[config.mk]
export PLATFORM = sky130hd
export DESIGN_NAME = mptk_ctrl
export DESIGN_NICKNAME = d
export VERILOG_FILES = /design/src/rtl/mptk_pkg.sv /design/src/rtl/mptk_ctrl.sv
export SDC_FILE = /design/constraint.sdc
export NUM_CORES = 1
export LEC_CHECK = 0
export BUFFER_PORTS_ARGS = -buffer_cell sky130_fd_sc_hd__buf_2
export CELL_PAD_IN_SITES_DETAIL_PLACEMENT = 2
export CELL_PAD_IN_SITES_GLOBAL_PLACEMENT = 2
export CORE_MARGIN = 4
export CORE_UTILIZATION = 21
export DETAILED_ROUTE_END_ITERATION = 16
export GPL_ROUTABILITY_DRIVEN = 0
export HOLD_SLACK_MARGIN = 0.1
export MAX_ROUTING_LAYER = met4
export PLACE_DENSITY_LB_ADDON = 0.1
export SLEW_MARGIN = 20
export SYNTH_ARGS = -nofsm -noshare
export SYNTH_HDL_FRONTEND = slang
export SYNTH_SLANG_ARGS = --single-unit
[constraint.sdc]
create_clock -name clock -period 2.54 [get_ports clock]
set_input_delay 0.381 -clock clock [delete_from_list [all_inputs] [get_ports clock]]
set_output_delay 0.381 -clock clock [all_outputs]
set_load 0.005 [all_outputs]
[src/rtl/mptk_pkg.sv]
// Shared types and constants for the k-trade maximum profit block.
`default_nettype none

package mptk_pkg;

   // Fixed field widths.
   localparam int PRICE_W  = 24;
   localparam int TRADES_W = 11;
   localparam int VALUE_W  = 48;
   localparam int PROFIT_W = 40;

   typedef enum logic [2:0] {
      ST_LOAD,
      ST_WAIT_ZERO,
      ST_CHECK,
      ST_WAIT_MID,
      ST_WAIT_LOW,
      ST_MUL,
      ST_SUM
   } state_type;

   typedef enum logic [1:0] {
      PEN_ZERO,
      PEN_MID,
      PEN_LOW
   } pen_mode_type;

   typedef struct packed {
      logic         store_write;
      logic         count_clear;
      logic         pass_start;
      pen_mode_type pen_mode;
      logic         search_init;
      logic         bound_update;
      logic         result_zero;
      logic         mul;
      logic         sum;
   } cmd_type;

   typedef struct packed {
      logic pass_done;
      logic fits;
      logic search_open;
   } status_type;

endpackage

`default_nettype wire

[src/rtl/mptk_ctrl.sv]
// Sequencer for loading, penalised passes, the penalty search and the result.
`default_nettype none

module mptk_ctrl
   import mptk_pkg::*;
(
   input  wire logic       clock,
   input  wire logic       reset,
   input  wire logic       req_valid,
   input  wire logic       req_last_price,
   output logic            req_ready,
   output logic            rsp_valid,
   input  wire logic       rsp_ready,
   input  wire status_type status,
   output cmd_type         cmd
);

   state_type state_ff, state_in;
   logic      rsp_valid_ff, rsp_valid_in;
   logic      accept;

   always_ff @(posedge clock) begin
      if (reset) begin
         state_ff     <= ST_LOAD;
         rsp_valid_ff <= 1'b0;
      end else begin
         state_ff     <= state_in;
         rsp_valid_ff <= rsp_valid_in;
      end
   end

   // A last item waits while the previous result has not been taken,
   // because the result register is reused by the next computation.
   assign req_ready = (state_ff == ST_LOAD) && !(rsp_valid_ff && req_last_price);
   assign accept    = req_valid && req_ready;
   assign rsp_valid = rsp_valid_ff;

   always_comb begin
      state_in     = state_ff;
      rsp_valid_in = rsp_valid_ff && !rsp_ready;
      cmd          = '0;
      cmd.pen_mode = PEN_ZERO;
      case (state_ff)
         ST_LOAD: begin
            if (accept) begin
               cmd.store_write = 1'b1;
               if (req_last_price) begin
                  cmd.pass_start = 1'b1;
                  cmd.pen_mode   = PEN_ZERO;
                  state_in       = ST_WAIT_ZERO;
               end
            end
         end
         ST_WAIT_ZERO: begin
            if (status.pass_done) begin
               if (status.fits) begin
                  cmd.result_zero = 1'b1;
                  cmd.count_clear = 1'b1;
                  rsp_valid_in    = 1'b1;
                  state_in        = ST_LOAD;
               end else begin
                  cmd.search_init = 1'b1;
                  state_in        = ST_CHECK;
               end
            end
         end
         ST_CHECK: begin
            cmd.pass_start = 1'b1;
            if (status.search_open) begin
               cmd.pen_mode = PEN_MID;
               state_in     = ST_WAIT_MID;
            end else begin
               cmd.pen_mode = PEN_LOW;
               state_in     = ST_WAIT_LOW;
            end
         end
         ST_WAIT_MID: begin
            if (status.pass_done) begin
               cmd.bound_update = 1'b1;
               state_in         = ST_CHECK;
            end
         end
         ST_WAIT_LOW: begin
            if (status.pass_done) begin
               state_in = ST_MUL;
            end
         end
         ST_MUL: begin
            cmd.mul  = 1'b1;
            state_in = ST_SUM;
         end
         ST_SUM: begin
            cmd.sum         = 1'b1;
            cmd.count_clear = 1'b1;
            rsp_valid_in    = 1'b1;
            state_in        = ST_LOAD;
         end
         default: begin
            state_in = ST_LOAD;
         end
      endcase
   end

endmodule

`default_nettype wire

==> results of run 1 <==
## logic make-up (layout without fill, tap and decap cells)
| kind of cell | after synthesis | in the layout | synth area share |
|---|---|---|---|
| buf+inv | 5 | 24 | 0.08881 |
| flops | 4 | 4 | 0.2471 |
| compound gates | 12 | 12 | 0.3089 |
| simple gates | 17 | 17 | 0.3552 |
## cell usage after synthesis, drive strengths merged (2+ instances only)
master  number  area, µm²
o211a        2      20.02
a21oi        3      15.01
buf          3      21.27
dfxtp        4      80.08
o21ba        2      20.02
and2         2      12.51
nor2b        2      12.51
nor3         2      15.01
nand2b       3      18.77
inv          2      7.510
nor2         2      10.01
## flip-flops by register name, indices dropped and copies added (netlist names)
register / flops
rsp_valid: 1
state_ff: 3
## power by group
part | switching [mW] | internal [mW] | total, mW
Clock | 0.0245 | 0.0528 | 0.0773
Sequential | 0.00638 | 0.0652 | 0.0716
Combinational | 0.0147 | 0.0180 | 0.0327
Total | 0.0456 | 0.136 | 0.182
## layout by cell type, fill, tap and decap left out, types with 2 or more instances in the layout
master and n:
nor2b_1 2, buf_2 19, o211a_1 2, clkbuf_4 3
inv_1 2, nand2b_1 3, dfxtp_1 4, and2_1 2
a21oi_1 3
## final cells by class
class                           count  area (µm²)  area share
Sequential cell                     4       80.08      0.1823
Tap cell                           15       18.77     0.04274
Inverter                            2       7.507     0.01709
Timing Repair Buffer               19       95.09      0.2165
Clock buffer                        3       22.52     0.05128
Multi-Input combinational cell     29       215.2      0.4900
## critical path: stages, from the launching register on
cell,delay (ps)
dfxtp_1,600
and3b_4,270
a41o_1,210
buf_2,120
## worst paths after layout
check                                              start  cells past startpoint                    to
worst min register to register      rsp_valid$_SDFF_PP0_                      2  rsp_valid$_SDFF_PP0_
worst max register to register  state_ff[0]$_SDFFE_PP0P_                      3  rsp_valid$_SDFF_PP0_
worst min-delay path                               reset                      2  rsp_valid$_SDFF_PP0_
worst max-delay path            state_ff[0]$_SDFFE_PP0P_                      3                cmd[8]
## routing by layer
| layer | part of all wire | vias to the layer above | wire length (µm) |
|---|---|---|---|
| met1 | 0.43 | 172 | 458 |
| met3 | 0.11 | 0 | 112 |
| met2 | 0.46 | 19 | 491 |
| met4 | 0 | 0 | 0 |
| li1 | - | 177 | - |
| met5 | 0 | - | 0 |
## per-stage QoR
step | hold WS [ps] | utilization | area (µm²) | setup WS, ps
final | 458.2 | 0.3176 | 439.2 | 717.7
after global routing | 462.5 | 0.3176 | 439.2 | 574.5
after CTS | 456.9 | 0.3176 | 439.2 | 689.1
after detailed placement | 662.5 | 0.3014 | 416.7 | 962.3
after global placement | 654.3 | 0.3014 | 416.7 | 1018
after floorplan | 547.5 | - | 324.1 | 1175
==> results.yml, run 1 <==
run_status:
  outcome: "complete, no violations"
floorplanning:
  core_um2: 1383
  initial_core_util: 0.2344
  dieArea_um2: 2235
  num_rows: 13
  die_h_um: 47.28
  ioPinCount: 20
  dieWidth_um: 47.28
route:
  ant_nets: 0
  drc: 0
  via_count: 368
  firstDrtPassIters: 3
  via_per_inst: 5.111
  drtIter0Drc: 3
  wl_per_cell_um: 14.76
  wl_um: 1063
synthesis:
  synthFlopType: "dfxtp_1"
  yosys_warnings: 0
  syn_area_per_cell_um2: 8.528
  synthCells: 38
  synth_cell_type_count: 26
  synth_enable_flop_cells: 0
  syn_nets: 46
  yosysSeqAreaShare: 0.2471
  ys_ff_latch: 4
  synth_area_um2: 324.1
  async_reset_ff_frac: 0
sta:
  finalCriticalPeriod_ps: 1822
  fmax_ghz: 0.5488
  tightest_slew_ps: 468.7
  clock_skew_ps: 1.234
  rsz0062_at_grt: "no"
  finalSetupTns_ps: 0
  hold_violations: 0
  finalCritPeriodShare: 0.7174
  slew_headroom: 0.6871
  finalMaxSlewViolations: 0
  finalSetupViolCount: 0
cts:
  clk_latency_ps: 230
  cts_buffers: 3
  path_clk_slew_ps: 40
  cts_tree: "yes"
  hold_buffers: 0
  cts.path.max_buffers: 2
  clkSinkCount: 4
  cts_setup_buffers: 0
  h-tree-depth: 1
  root_buffer: "clkbuf_4"
  post_cts_resized: 0
critical_path:
  arrival_ps: 1440
  crit_required_ps: 2160
  cp_max_fo: 13
  path_class: "register to output port"
  crit_path_end_kind: "output port"
  startpoint_type: "register"
  rrSetupSlack_ps: 1170
place:
  portBuffers: 19
  placedCellCount: 69
  hpwl_um: 832.5
grt:
  grt_max_degree: 14
  grt_pass1_wl_um: 1656
  grt_pass1_vias: 371
  antenna_found_initial: 0
  grt_use_met3: 0.04598
  gr-usage-met2: 0.1818
  gr-usage-met1: 0.1211
  top_usage_layer: "met2"
  grt_overflow_total: 0
  track_usage: 0.1086
flow_run:
  drv_cap: 0
power_and_ir_drop:
  irDropWorstVdd_mv: 0.1539
  p_leak_nw: 0.2343
  powerDensity_nw_per_um2: 413.4
  fin_total_pwr_mw: 0.1816
finish:
  drive_gt1_frac: 0.4737
  final_nets: 67
  finalNonFillerCells: 72
  n_fill_cell: 166
  syn2layout_area_growth_pct: 35.52
  antenna_cells: 0
min_path:
  min_path_type: "input port to register"
Power figures use the tool's default switching activity.
==> inputs of run 2 (changes only) <==
--- a/config.mk
+++ b/config.mk
@@ -9,7 +9,7 @@
 export CELL_PAD_IN_SITES_DETAIL_PLACEMENT = 2
 export CELL_PAD_IN_SITES_GLOBAL_PLACEMENT = 2
 export CORE_MARGIN = 4
-export CORE_UTILIZATION = 21
+export CORE_UTILIZATION = 20
 export DETAILED_ROUTE_END_ITERATION = 16
 export GPL_ROUTABILITY_DRIVEN = 0
 export HOLD_SLACK_MARGIN = 0.1
==> constraint.sdc (replaced) <==
create_clock -name clock -period 1.7 [get_ports clock]
set_input_delay 0.255 -clock clock [delete_from_list [all_inputs] [get_ports clock]]
set_output_delay 0.255 -clock clock [all_outputs]
set_load 0.005 [all_outputs]
==> run 2 against run 1 <==
Compared with the run above: utilization shrank 2.8 points; register-to-register slack worse by 730 ps; die area grew 4.1%; via count unchanged; sequential share of layout area grew 0.18 points; clock power increased by 47%; non-clock buffer count did not move; final area grew 0.57%; global-route usage increased by 0.87 points; critical path type unchanged; highest routed layer unchanged; wire length grew 6.0%.
==> results.yml, run 2 (synthesized netlist as in run 1, its figures left out) <==
finish:
  n_fill_cell: 184
  final_nets: 67
  largest_register: "state_ff"
  fin_util: 0.2898
  syn2layout_area_growth_pct: 36.29
  drive_gt1_frac: 0.4912
  layout_commonest_cell: "buf_2"
  seq_area_um2: 81.33
  final_cell_mix: "buf_2, nand2b_1, a21oi_1, clkbuf_4, dfxtp_1"
  antenna_cells: 0
  postLayoutCellArea_um2: 441.7
  multi_input_area_um2: 215.2
  largest_reg_flops: 3
sta:
  finalMaxSlewViolations: 0
  slew_headroom: 0.7194
  timing.hold.ws_ps: 338.0
  timing.final.ws_setup_ps: 105.2
  rsz0062_at_grt: "no"
  fmax_ghz: 0.6270
  hold_violations: 0
  finalSetupViolCount: 0
  tightest_slew_ps: 420.4
  finalSetupTns_ps: 0
  finalCriticalPeriod_ps: 1595
  finalCritPeriodShare: 0.9381
  clock_skew_ps: 1.542
floorplanning:
  ioPinCount: 20
  dieWidth_um: 48.25
  num_rows: 14
  core_um2: 1524
  die_h_um: 48.25
  dieArea_um2: 2328
  initial_core_util: 0.2126
critical_path:
  path_class: "register to output port"
  crit_path_end_kind: "output port"
  crit_required_ps: 1440
  arrival_ps: 1340
  startpoint_type: "register"
  setup.worst_path.start: "state_ff[1]$_SDFFE_PP0P_"
  cp_max_fo: 10
  timing.rr.start: "state_ff[1]$_SDFFE_PP0P_"
cts:
  clk_latency_ps: 230
  h-tree-depth: 1
  hold_buffers: 0
  cts_tree: "yes"
  cts_buffers: 3
  cts.path.max_buffers: 2
  root_buffer: "clkbuf_4"
  clkSinkCount: 4
  path_clk_slew_ps: 40
grt:
  grt_pass1_wl_um: 1752
  grt_max_degree: 14
  grt_pass1_vias: 395
  grt_overflow_total: 0
  track_usage: 0.1173
  antenna_found_initial: 0
route:
  wl_per_cell_um: 15.44
  firstDrtPassIters: 3
  drtIter0Drc: 4
  wl_um: 1127
  ant_nets: 0
  via_count: 368
  via_per_inst: 5.041
  drc: 0
power_and_ir_drop:
  p_leak_nw: 0.2347
  irDropWorstVdd_mv: 0.3637
  powerDensity_nw_per_um2: 615.5
place:
  preCtsSetupSlack_ps: 229.5
  placed_area_um2: 417.9
  hpwl_um: 887.5
  portBuffers: 19
flow_run:
  drv_cap: 0
min_path:
  hp-start: "reset"
  min_path_type: "input port to register"
run_status:
  outcome: "complete, no violations"
[run 2: worst paths after layout]
| path | to | slack (ps) | depth (start not counted) |
|---|---|---|---|
| worst min-delay path | rsp_valid$_SDFF_PP0_ | 340 | 2 |
| worst min register to register | rsp_valid$_SDFF_PP0_ | 670 | 2 |
| worst max register to register | rsp_valid$_SDFF_PP0_ | 440 | 3 |
| worst max-delay path | cmd[9] | 110 | 3 |
[run 2: layout make-up]
cell class / instances / share of cell area
clock buffers: 3 / 0.05099
inverters: 2 / 0.01700
multi-input cells: 29 / 0.4873
flip-flops and latches: 4 / 0.1841
well taps: 16 / 0.04533
repair buffers: 19 / 0.2153
[run 2: layer usage]
metal  part of all wire  routed length, µm  vias to the layer above  GRT usage
met5                  0                  0                        -          -
met4                  0                  0                        0    0.01613
met3              0.070                 79                        0    0.05535
met2               0.46                518                       15     0.1849
met1               0.47                529                      175     0.1385
li1                   -                  -                      178          -
[run 2: critical path, cell delays in order, from the launching register on]
cell,delay [ps]
dfxtp_1,420
a2111oi_2,410
and2_1,170
buf_2,110
[run 2: power by group]
part | internal [mW] | switching, mW
clock | 0.0787 | 0.0356
sequential | 0.0980 | 0.00976
combinational | 0.0268 | 0.0229
total | 0.204 | 0.0682
[run 2: repair_timing]
action                                  in CTS  in global routing
endpoints found under the hold margin        0                  0
endpoints found under the setup margin       1                  0
setup buffers                                0                  0
resized for setup                            1                  0
[run 2: metrics by stage]
stage               instances  total power [mW]
CTS                        73            0.2807
global placement           70            0.1561
global route               73            0.2967
finish                     73            0.2718
floorplan                  38            0.1321
detailed placement         70            0.1590
